File: src/ptl_pkg.sv
`timescale 1ns / 1ps
package ptl_pkg;

   localparam int DEF_MAX_PEERS = 32;
   localparam int ADDR_W        = 48;
   localparam int STAMP_W       = 48;
   localparam int REQ_W         = 3;
   localparam int STATUS_W      = 3;
   localparam int SLOT_W        = 5;

   typedef enum logic [REQ_W-1:0] {
      REQ_ADD       = 3'd0,
      REQ_LOOKUP    = 3'd1,
      REQ_SET_BUSY  = 3'd2,
      REQ_CLR_BUSY  = 3'd3,
      REQ_FLUSH     = 3'd4
   } req_code_type;

   typedef enum logic [STATUS_W-1:0] {
      RSP_OK        = 3'd0,
      RSP_INSERTED  = 3'd1,
      RSP_EVICTED   = 3'd2,
      RSP_FULL_BUSY = 3'd3,
      RSP_NO_ATTRS  = 3'd4,
      RSP_NOT_FOUND = 3'd5
   } status_code_type;

   typedef enum logic [1:0] {
      ST_IDLE,
      ST_SCAN,
      ST_DRAIN,
      ST_COMMIT
   } state_type;

   typedef struct packed {
      logic load;
      logic scan;
      logic commit;
   } ctrl_cmd_type;

   typedef struct packed {
      logic scan_last;
   } dp_status_type;

endpackage

File: src/ptl_ram.sv
`timescale 1ns / 1ps
module ptl_ram #(
   parameter int WIDTH = 48,
   parameter int DEPTH = 32
) (
   input  logic                     clock,
   input  logic                     wr_en,
   input  logic [$clog2(DEPTH)-1:0] wr_addr,
   input  logic [WIDTH-1:0]         wr_data,
   input  logic                     rd_en,
   input  logic [$clog2(DEPTH)-1:0] rd_addr,
   output logic [WIDTH-1:0]         rd_data
);

   logic [WIDTH-1:0] mem_ff [DEPTH];
   logic [WIDTH-1:0] rd_data_ff;

   always_ff @(posedge clock) begin
      if (wr_en) begin
         mem_ff[wr_addr] <= wr_data;
      end
      if (rd_en) begin
         rd_data_ff <= mem_ff[rd_addr];
      end
   end

   assign rd_data = rd_data_ff;

endmodule

File: src/ptl_ctrl.sv
`timescale 1ns / 1ps
module ptl_ctrl (
   input  logic                   clock,
   input  logic                   reset,
   input  logic                   start,
   output logic                   busy,
   output ptl_pkg::ctrl_cmd_type  cmd,
   input  ptl_pkg::dp_status_type status
);

   ptl_pkg::state_type state_ff, state_in;

   always_ff @(posedge clock) begin
      if (reset) begin
         state_ff <= ptl_pkg::ST_IDLE;
      end else begin
         state_ff <= state_in;
      end
   end

   always_comb begin
      state_in = state_ff;
      case (state_ff)
         ptl_pkg::ST_IDLE: begin
            if (start) begin
               state_in = ptl_pkg::ST_SCAN;
            end
         end
         ptl_pkg::ST_SCAN: begin
            if (status.scan_last) begin
               state_in = ptl_pkg::ST_DRAIN;
            end
         end
         ptl_pkg::ST_DRAIN:  state_in = ptl_pkg::ST_COMMIT;
         ptl_pkg::ST_COMMIT: state_in = ptl_pkg::ST_IDLE;
         default:            state_in = ptl_pkg::ST_IDLE;
      endcase
   end

   always_comb begin
      cmd  = '0;
      busy = 1'b1;
      case (state_ff)
         ptl_pkg::ST_IDLE: begin
            busy     = 1'b0;
            cmd.load = start;
         end
         ptl_pkg::ST_SCAN:   cmd.scan   = 1'b1;
         ptl_pkg::ST_DRAIN:  cmd        = '0;
         ptl_pkg::ST_COMMIT: cmd.commit = 1'b1;
         default:            cmd        = '0;
      endcase
   end

endmodule

File: src/ptl_dpath.sv
`timescale 1ns / 1ps
module ptl_dpath #(
   parameter int MAX_PEERS = ptl_pkg::DEF_MAX_PEERS
) (
   input  logic                          clock,
   input  logic                          reset,
   input  ptl_pkg::ctrl_cmd_type         cmd,
   output ptl_pkg::dp_status_type        status,
   input  logic [ptl_pkg::REQ_W-1:0]     req_type,
   input  logic [ptl_pkg::ADDR_W-1:0]    req_peer_addr,
   input  logic                          req_attrs_present,
   output logic                          rsp_valid,
   output logic [ptl_pkg::STATUS_W-1:0]  rsp_status,
   output logic [ptl_pkg::SLOT_W-1:0]    rsp_slot,
   output logic [ptl_pkg::ADDR_W-1:0]    rsp_evicted_addr
);

   localparam int IDX_W = $clog2(MAX_PEERS);

   // latched request
   ptl_pkg::req_code_type       req_ff;
   logic [ptl_pkg::ADDR_W-1:0]  addr_ff;
   logic                        attrs_ff;

   logic [IDX_W-1:0]            scan_cnt_ff;
   logic                        cmp_valid_ff;
   logic [IDX_W-1:0]            cmp_idx_ff;

   logic [MAX_PEERS-1:0]        valid_ff, valid_in;
   logic [MAX_PEERS-1:0]        busy_ff, busy_in;
   logic [ptl_pkg::STAMP_W-1:0] seq_ff;

   logic                        hit_found_ff, free_found_ff, victim_found_ff;
   logic [IDX_W-1:0]            hit_idx_ff, free_idx_ff, victim_idx_ff;
   logic [ptl_pkg::STAMP_W-1:0] victim_stamp_ff;
   logic [ptl_pkg::ADDR_W-1:0]  victim_addr_ff;

   logic [ptl_pkg::ADDR_W-1:0]  rd_addr_data;
   logic [ptl_pkg::STAMP_W-1:0] rd_stamp_data;

   logic                        rsp_valid_ff;
   logic [ptl_pkg::STATUS_W-1:0] rsp_status_ff;
   logic [ptl_pkg::SLOT_W-1:0]  rsp_slot_ff;
   logic [ptl_pkg::ADDR_W-1:0]  rsp_evicted_ff;

   // commit decisions
   ptl_pkg::status_code_type    status_in;
   logic [IDX_W-1:0]            wr_idx;
   logic [ptl_pkg::ADDR_W-1:0]  evicted_in;
   logic                        addr_we, stamp_we;

   logic                        ent_valid, ent_busy;

   assign status.scan_last = (scan_cnt_ff == IDX_W'(MAX_PEERS - 1));
   assign ent_valid = valid_ff[cmp_idx_ff];
   assign ent_busy  = busy_ff[cmp_idx_ff];

   ptl_ram #(.WIDTH(ptl_pkg::ADDR_W), .DEPTH(MAX_PEERS)) u_addr_ram (
      .clock   (clock),
      .wr_en   (addr_we),
      .wr_addr (wr_idx),
      .wr_data (addr_ff),
      .rd_en   (cmd.scan),
      .rd_addr (scan_cnt_ff),
      .rd_data (rd_addr_data)
   );

   ptl_ram #(.WIDTH(ptl_pkg::STAMP_W), .DEPTH(MAX_PEERS)) u_stamp_ram (
      .clock   (clock),
      .wr_en   (stamp_we),
      .wr_addr (wr_idx),
      .wr_data (seq_ff),
      .rd_en   (cmd.scan),
      .rd_addr (scan_cnt_ff),
      .rd_data (rd_stamp_data)
   );

   always_comb begin
      status_in  = ptl_pkg::RSP_NOT_FOUND;
      wr_idx     = hit_idx_ff;
      evicted_in = '0;
      addr_we    = 1'b0;
      stamp_we   = 1'b0;
      valid_in   = valid_ff;
      busy_in    = busy_ff;
      case (req_ff)
         ptl_pkg::REQ_ADD: begin
            if (!attrs_ff) begin
               status_in = ptl_pkg::RSP_NO_ATTRS;
            end else if (hit_found_ff) begin
               status_in = ptl_pkg::RSP_OK;
               stamp_we  = 1'b1;
            end else if (free_found_ff) begin
               status_in = ptl_pkg::RSP_INSERTED;
               wr_idx    = free_idx_ff;
               addr_we   = 1'b1;
               stamp_we  = 1'b1;
            end else if (victim_found_ff) begin
               status_in  = ptl_pkg::RSP_EVICTED;
               wr_idx     = victim_idx_ff;
               evicted_in = victim_addr_ff;
               addr_we    = 1'b1;
               stamp_we   = 1'b1;
            end else begin
               status_in = ptl_pkg::RSP_FULL_BUSY;
            end
            if (addr_we) begin
               valid_in[wr_idx] = 1'b1;
               busy_in[wr_idx]  = 1'b0;
            end
         end
         ptl_pkg::REQ_LOOKUP: begin
            if (hit_found_ff) begin
               status_in = ptl_pkg::RSP_OK;
            end
         end
         ptl_pkg::REQ_SET_BUSY: begin
            if (hit_found_ff) begin
               status_in           = ptl_pkg::RSP_OK;
               busy_in[hit_idx_ff] = 1'b1;
            end
         end
         ptl_pkg::REQ_CLR_BUSY: begin
            if (hit_found_ff) begin
               status_in           = ptl_pkg::RSP_OK;
               busy_in[hit_idx_ff] = 1'b0;
            end
         end
         ptl_pkg::REQ_FLUSH: begin
            status_in = ptl_pkg::RSP_OK;
            valid_in  = '0;
            busy_in   = '0;
         end
         default: status_in = ptl_pkg::RSP_NOT_FOUND;
      endcase
      addr_we  = addr_we && cmd.commit;
      stamp_we = stamp_we && cmd.commit;
   end

   // control state
   always_ff @(posedge clock) begin
      if (reset) begin
         valid_ff     <= '0;
         busy_ff      <= '0;
         seq_ff       <= '0;
         cmp_valid_ff <= 1'b0;
         rsp_valid_ff <= 1'b0;
      end else begin
         cmp_valid_ff <= cmd.scan;
         rsp_valid_ff <= cmd.commit;
         if (cmd.commit) begin
            valid_ff <= valid_in;
            busy_ff  <= busy_in;
            if (stamp_we) begin
               seq_ff <= seq_ff + 1'b1;
            end
         end
      end
   end

   // request latch, scan and result registers
   always_ff @(posedge clock) begin
      if (cmd.load) begin
         req_ff          <= ptl_pkg::req_code_type'(req_type);
         addr_ff         <= req_peer_addr;
         attrs_ff        <= req_attrs_present;
         scan_cnt_ff     <= '0;
         hit_found_ff    <= 1'b0;
         free_found_ff   <= 1'b0;
         victim_found_ff <= 1'b0;
      end else begin
         if (cmd.scan) begin
            scan_cnt_ff <= scan_cnt_ff + 1'b1;
         end
         if (cmp_valid_ff) begin
            if (ent_valid && !hit_found_ff && rd_addr_data == addr_ff) begin
               hit_found_ff <= 1'b1;
               hit_idx_ff   <= cmp_idx_ff;
            end
            if (!ent_valid && !free_found_ff) begin
               free_found_ff <= 1'b1;
               free_idx_ff   <= cmp_idx_ff;
            end
            // strict compare keeps the lowest slot on equal stamps
            if (ent_valid && !ent_busy &&
                (!victim_found_ff || rd_stamp_data < victim_stamp_ff)) begin
               victim_found_ff <= 1'b1;
               victim_idx_ff   <= cmp_idx_ff;
               victim_stamp_ff <= rd_stamp_data;
               victim_addr_ff  <= rd_addr_data;
            end
         end
      end
      cmp_idx_ff <= scan_cnt_ff;
      if (cmd.commit) begin
         rsp_status_ff  <= status_in;
         rsp_evicted_ff <= evicted_in;
         if (status_in == ptl_pkg::RSP_OK && req_ff != ptl_pkg::REQ_FLUSH ||
             status_in == ptl_pkg::RSP_INSERTED || status_in == ptl_pkg::RSP_EVICTED) begin
            rsp_slot_ff <= ptl_pkg::SLOT_W'(wr_idx);
         end else begin
            rsp_slot_ff <= '0;
         end
      end
   end

   assign rsp_valid        = rsp_valid_ff;
   assign rsp_status       = rsp_status_ff;
   assign rsp_slot         = rsp_slot_ff;
   assign rsp_evicted_addr = rsp_evicted_ff;

endmodule

File: src/peer_table_lru_evict_top.sv
`timescale 1ns / 1ps
// Peer address table with least-recently-seen replacement and pinned entries.
// Issue an item by raising start while busy is low; every item yields exactly
// one result, shown on the rsp_ ports for a single cycle with rsp_valid high.
// The receiver cannot stall, so it must take each result in that cycle. For
// each item the address and stamp memories are read one entry per cycle to
// find a match, the first free slot and the oldest unpinned entry, followed by
// a drain state for the registered read and a commit state. busy drops in
// the cycle the result appears, so a new item can be issued right then; the
// block takes no new item before the last one's result appears.
module peer_table_lru_evict_top #(
   parameter int MAX_PEERS = ptl_pkg::DEF_MAX_PEERS
) (
   input  logic                          clock,
   input  logic                          reset,
   input  logic                          start,
   output logic                          busy,
   input  logic [ptl_pkg::REQ_W-1:0]     req_type,
   input  logic [ptl_pkg::ADDR_W-1:0]    req_peer_addr,
   input  logic                          req_attrs_present,
   output logic                          rsp_valid,
   output logic [ptl_pkg::STATUS_W-1:0]  rsp_status,
   output logic [ptl_pkg::SLOT_W-1:0]    rsp_slot,
   output logic [ptl_pkg::ADDR_W-1:0]    rsp_evicted_addr
);

   ptl_pkg::ctrl_cmd_type  cmd;
   ptl_pkg::dp_status_type dp_status;

   ptl_ctrl u_ctrl (
      .clock  (clock),
      .reset  (reset),
      .start  (start),
      .busy   (busy),
      .cmd    (cmd),
      .status (dp_status)
   );

   ptl_dpath #(.MAX_PEERS(MAX_PEERS)) u_dpath (
      .clock             (clock),
      .reset             (reset),
      .cmd               (cmd),
      .status            (dp_status),
      .req_type          (req_type),
      .req_peer_addr     (req_peer_addr),
      .req_attrs_present (req_attrs_present),
      .rsp_valid         (rsp_valid),
      .rsp_status        (rsp_status),
      .rsp_slot          (rsp_slot),
      .rsp_evicted_addr  (rsp_evicted_addr)
   );

endmodule

File: config.mk
export PLATFORM = sky130hd
export DESIGN_NAME = peer_table_lru_evict_top
export DESIGN_NICKNAME = d
export VERILOG_FILES = /design/src/ptl_pkg.sv /design/src/ptl_ram.sv /design/src/ptl_ctrl.sv /design/src/ptl_dpath.sv /design/src/peer_table_lru_evict_top.sv
export SDC_FILE = /design/constraint.sdc
export NUM_CORES = 2
export LEC_CHECK = 0
export ABC_AREA = 1
export BUFFER_PORTS_ARGS = -buffer_cell sky130_fd_sc_hd__buf_2
export CAP_MARGIN = 20
export CORE_ASPECT_RATIO = 0.9
export CORE_MARGIN = 1.5
export CORE_UTILIZATION = 41
export CTS_BUF_LIST = sky130_fd_sc_hd__clkbuf_8
export DETAILED_ROUTE_END_ITERATION = 10
export GPL_TIMING_DRIVEN = 0
export PLACE_DENSITY = 0.59
export SYNTH_ARGS = -nofsm -noshare
export SYNTH_HDL_FRONTEND = slang
export SYNTH_HIERARCHICAL = 1
export SYNTH_SLANG_ARGS = --single-unit
File: constraint.sdc
create_clock -name clock -period 6.4 [get_ports clock]
set_input_delay 0.32 -clock clock [delete_from_list [all_inputs] [get_ports clock]]
set_output_delay 0.32 -clock clock [all_outputs]
set_load 0.01 [all_outputs]
## After elaboration in Yosys (flattened, before gate mapping)

Memories as Yosys holds them, arrays and structs flattened. A register that Yosys moved wholly into a read port is not among the register bits.
Index checks and enable logic that the tools add are counted.
W data, S select, Z words.

| storage, ports and cells | value |
|---|---|
| bits in registers | 348 |
| RAM bits | 3072 |
| input port bits | 55 |
| output and inout port bits | 58 |
| word-level logic and storage cells | 140 |
| memories kept | 2 |

| operators by class | value |
|---|---|
| add/sub/neg operators | 2 |
| order comparisons | 6 |
| equality and inequality tests | 17 |
| muxes and demuxes | 46 |
| bitwise logic cells | 10 |
| reduce and logical (&&, ||, !) cells | 35 |

Memories:

| memory | words | width | read ports | clocked after memory_dff | wr ports | RTL line | source |
|---|---|---|---|---|---|---|---|
| u_dpath.u_addr_ram.mem_ff | 32 | 48 | 1 | 1 | 1 | ptl_ram.sv:15 | `logic [WIDTH-1:0] mem_ff [DEPTH];` |
| u_dpath.u_stamp_ram.mem_ff | 32 | 48 | 1 | 1 | 1 | ptl_ram.sv:15 |  |

Operators with widths:

| kind | number |
|---|---|
| $mux W32 | 4 |
| $pmux W32 S4 | 1 |
| $and A32 B32 Y32 | 2 |
| $not A32 Y32 | 2 |
| $or A32 B32 Y32 | 2 |
| $pmux W32 S2 | 1 |
| $add A48 B1 Y48 const B | 1 |
| $eq A48 B48 Y1 | 1 |
| $lt A48 B48 Y1 | 1 |
| $mux W5 | 6 |
| $mux W1 | 22 |
| $lt A5 B6 Y1 const B | 3 |
| $mux W3 | 4 |
| $reduce_and A3 Y1 | 4 |
| $bmux W1 S5 | 2 |
| $demux W1 S5 | 2 |
| $ge A5 B1 Y1 const B | 2 |
| $logic_and A1 B1 Y1 | 10 |
| $reduce_and A2 Y1 | 5 |
| $eq A3 B2 Y1 const B | 3 |
| $pmux W3 S3 | 1 |
| $pmux W2 S4 | 1 |
| $eq A3 B1 Y1 const B | 2 |
| $logic_not A3 Y1 | 2 |
| 18 further kinds | 32 |

## Longest topological paths before layout

| depth | value |
|---|---|
| depth in word-level cells | 13 |
| mapped depth | 15 |
| gate-level depth less buffers | 15 |

## By module

The synthesis kept the hierarchy.

Modules (own cells, without submodules):

| module | times used | cells each | area an instance (um^2) | seq. area each (um^2) |
|---|---|---|---|---|
| ptl_ram at u_dpath.u_addr_ram | 1 | 5279 | 63449.6 | 47565.6 |
| ptl_ram at u_dpath.u_stamp_ram | 1 | 5279 | 63447.1 | 47565.6 |
| ptl_dpath | 1 | 1996 | 16811.1 | 9118.7 |
| ptl_ctrl | 1 | 27 | 185.2 | 40.0 |

## Worst setup path after synthesis

Ideal clock, no wire load.

| timing | value |
|---|---|
| path type | register to register |
| from | register u_ctrl.state_ff[0] |
| to | memory u_dpath.u_stamp_ram.mem_ff[31][0], enable pin |
| setup time | 0.454 ns |
| arrival | 5.071 ns |
| data required time | 5.946 ns |
| slack | 0.875 ns |
| stages on the path, launching flop included | 7 |
| path buffers | 1 |
| clock period less this slack | 5.525 ns |
| path through | dfxtp_1 -> ha_1 -> nand3_1 -> nor2_2 -> clkbuf_1 -> nand3_1 -> nor2_1 |

RTL lines:

| item | RTL line | source |
|---|---|---|
| start, declared | ptl_ctrl.sv:11 | `ptl_pkg::state_type state_ff, state_in;` |
| start signal, assigned | ptl_ctrl.sv:15 | `state_ff <= ptl_pkg::ST_IDLE;` |
| start signal, assigned | ptl_ctrl.sv:17 | `state_ff <= state_in;` |
| end, declared | ptl_ram.sv:15 |  |

==> metrics.txt <==
EDFF count, synth=3387; clk root buf=clkbuf_8; Slew @ Worst Pin=between 1 and 1.5 ns; Chip Width=about 630 um; nets@finish=~14000; Startpoint Class=flip-flop; Post-Synthesis Cell Area=0.144 mm2; Multi-input gate area=between 0.03 and 0.04 mm2; worst min path class=in -> reg; initial antenna violation count=30; Reg clk slew, reported paths=around 0.06 ns; Synth Instances=12600; endpoints failing setup=0; worst endpoint data arrival time=slightly above 6 ns; Post-CTS Setup Inserts=0; Critical Path RT=~7.3 ns; fraction of registers with async set/reset=0%; routed len/inst=25.9 um; Mapped Avg Cell Area=between 10 and 15 um2; RSZ-0062 raised after global routing=no; total negative slack=0 ns; fin cells=between 15000 and 20000; critical path class=reg -> reg; Initial Util=41.2%; drt via density=about 5.5; Hold Vio Cnt, Final=0; Leak=62.1 nW; period utilization=83.3%; f_max=around 190 MHz; Core Area=roughly 0.35 mm2; crit path max fanout=between 50 and 60; Ports=113; first-pass GRT wire length=between 600000 and 700000 um; synthesis-stage register bit count=roughly 3500; CTS Sinks=around 3500; placed cell count=approximately 18000; sequential share of the synthesized area=between 70 and 80%; first drt pass iteration count=5; largest net degree at the start of global routing=81; Via Count=102000; Routed Antenna Nets=0; standard-cell rows=around 200; number of port buffers=between 100 and 150; die area=between 0.3 and 0.4 mm2; Clock Skews=between 0.1 and 0.15 ns; power per cell area=395 mW/mm2; run status=completed; area grow syn2layout=16.1%; number of CTS-inserted buffers=575; # Max-Cap Violations=0; Main synth FF type=edfxtp_1; Worst slew margin=around 17%; vias in the first global route=95000; CTS tree=built; clock latency on the worst-skew pair=1.23 ns; Layout fillers=approximately 32000; layout cell share with drive strength beyond 1=a little under an eighth; Peak VDD IR=0.000349 V; H-tree levels=6; grt ovf=0; Placer Congestion=just over 0.9; Post-DP HPWL=332000 um; Yosys warning count=6; Synth cell types=40; Total Routing Usage GR=a little over a quarter; flip-flop and latch area=between 0.1 and 0.15 mm2; synthesized net count=12700; Clock Tree Buf Depth=4; Die Height=565 um; 1st-iter DRT viols=approximately 12000; CP Capture Type=flip-flop; crit path time final=between 5 and 6 ns; final max-slew violation count=0; WL final=485000 um; number of remaining DRC errors=0
report_power, final:
group	switching (mW)	internal (mW)	leakage (nW)
registers	0.690	26.4	31.3
logic	15.4	5.47	24.9
clock network	9.14	8.75	5.98
total	25.3	40.6	62.1
cells in the final DEF (no fill, tap or decap), drive strengths merged, types with 3 or more instances in the layout:
| cell | count |
|---|---|
| nand2 | 4831 |
| edfxtp | 3387 |
| nand3 | 2466 |
| buf | 857 |
| clkbuf | 778 |
| inv | 558 |
| nor2 | 295 |
| a21oi | 161 |
| clkinv | 152 |
| dfxtp | 129 |
| dlygate4sd3 | 108 |
| nand4 | 69 |
| ha | 55 |
| nor3 | 38 |
| o21ai | 38 |
| xnor2 | 22 |
| xor2 | 20 |
| diode | 19 |
| clkinvlp | 16 |
| o22ai | 6 |
| o211ai | 6 |
| bufinv | 5 |
| o21bai | 3 |
| or2 | 3 |
Yosys cell counts, types with 3 or more instances:
library cell  count  area [um2]
o211ai_1          6        45.0
buf_2           350        1750
nor3_1           37         185
nand3_1        2466       12300
a21oi_1         161         806
buf_1            50         188
buf_6            52         586
xor2_1           20         175
inv_1           302        1130
o22ai_1           6        37.5
or2_2             3        18.8
nor2_2            4        25.0
dfxtp_1         129        2580
nand2_1        4826       18100
o21ai_0          34         170
o21bai_1          3        22.5
nand2_2           4        25.0
xnor2_1          22         193
o21ai_1           4        20.0
nand4_1          69         432
buf_4            80         601
inv_2             6        22.5
ha_1             55         688
nor2_4            5        56.3
clkinv_1          5        18.8
clkbuf_1        193         724
nor2_1          286        1070
edfxtp_1       3387      102000
layer usage:
| metal | up-vias | wire length [um] | track usage, % |
|---|---|---|---|
| met1 | 50400 | 193000 | 35.9 |
| met5 | - | 41 | 0 |
| li1 | 45800 | - | - |
| met3 | 936 | 50200 | 5.82 |
| met4 | 6 | 22900 | 12.1 |
| met2 | 5372 | 219000 | 41.5 |
registers in the layout (all words and copies together) (netlist names), 5 cells and up:
register	count
u_dpath/rsp_slot	5
u_dpath/valid_ff	32
u_dpath/u_stamp_ram/mem_ff	1536
u_dpath/rsp_evicted_addr	48
u_dpath/free_idx_ff	5
u_dpath/victim_addr_ff	48
u_dpath/busy_ff	32
u_dpath/cmp_idx_ff	5
u_dpath/u_addr_ram/rd_data	48
u_dpath/victim_idx_ff	5
u_dpath/addr_ff	48
u_dpath/u_stamp_ram/rd_data	48
u_dpath/scan_cnt_ff	5
u_dpath/victim_stamp_ff	48
u_dpath/u_addr_ram/mem_ff	1536
u_dpath/seq_ff	48
u_dpath/hit_idx_ff	5
per-stage QoR:
stage / setup WS (ns) / hold slack [ns] / power, mW / util (%) / instance area, um2
final: 1.07 / 0.291 / 65.9 / 47.8 / 167000
after floorplan: 0.875 / 0.369 / 38.8 / - / 144000
after CTS: 1.18 / 0.211 / 65.6 / 47.8 / 167000
after global placement: -4.02 / 0.414 / 47.3 / 43.0 / 150000
after global routing: 0.887 / 0.309 / 68.5 / 47.8 / 167000
after detailed placement: 1.19 / 0.424 / 47.8 / 44.5 / 156000
cell type report:
| type | count | share of cell area [%] |
|---|---|---|
| diodes | 19 | 0.0285 |
| multi-input cells | 8025 | 21.0 |
| plain buffers | 727 | 2.33 |
| clock inverters | 418 | 1.26 |
| flip-flops and latches | 3516 | 62.5 |
| repair buffers | 431 | 3.87 |
| inverters | 313 | 0.708 |
| well taps | 4680 | 3.51 |
| clock buffers | 585 | 4.82 |
what timing repair did:
| item | 4_1_cts | 5_1_grt |
|---|---|---|
| resized for setup | 0 | 0 |
| hold buffers | 108 | 0 |
| hold endpoints to repair | 108 | 0 |
final timing paths:
| kind | start | to | slack (ns) | depth (start not counted) |
|---|---|---|---|---|
| hold / removal | start | u_dpath/addr_ff[23] | 0.29 | 4 |
| setup / recovery | u_ctrl/state_ff[0] | u_dpath/u_stamp_ram/mem_ff[16][28] | 1.07 | 8 |
| setup reg to reg | u_ctrl/state_ff[0] | u_dpath/u_stamp_ram/mem_ff[16][28] | 1.07 | 8 |
| hold reg to reg | u_dpath/scan_cnt_ff[3] | u_dpath/cmp_idx_ff[3] | 0.44 | 0 |
critical path, cell delays in order (launching register included):
cell and delay (ns):
dfxtp_1 0.48, ha_4 0.79, nand3_1 0.25, nor2_2 0.57, clkbuf_1 0.58, nand3_1 0.77
nor2_4 0.90, buf_12 0.27, buf_12 0.23
cell families after synthesis:
| kind of cell | Yosys count | synth area share [%] |
|---|---|---|
| adder cells (fa/ha/maj) | 55 | 0.478 |
| AND/OR/NAND/NOR | 7705 | 22.5 |
| buffers and inverters | 1040 | 3.51 |
| AO/OA/AOI/OAI | 223 | 0.815 |
| flip-flops | 3516 | 72.5 |
| XOR/XNOR | 42 | 0.256 |
No activity file was read; power rests on OpenSTA's default activity.
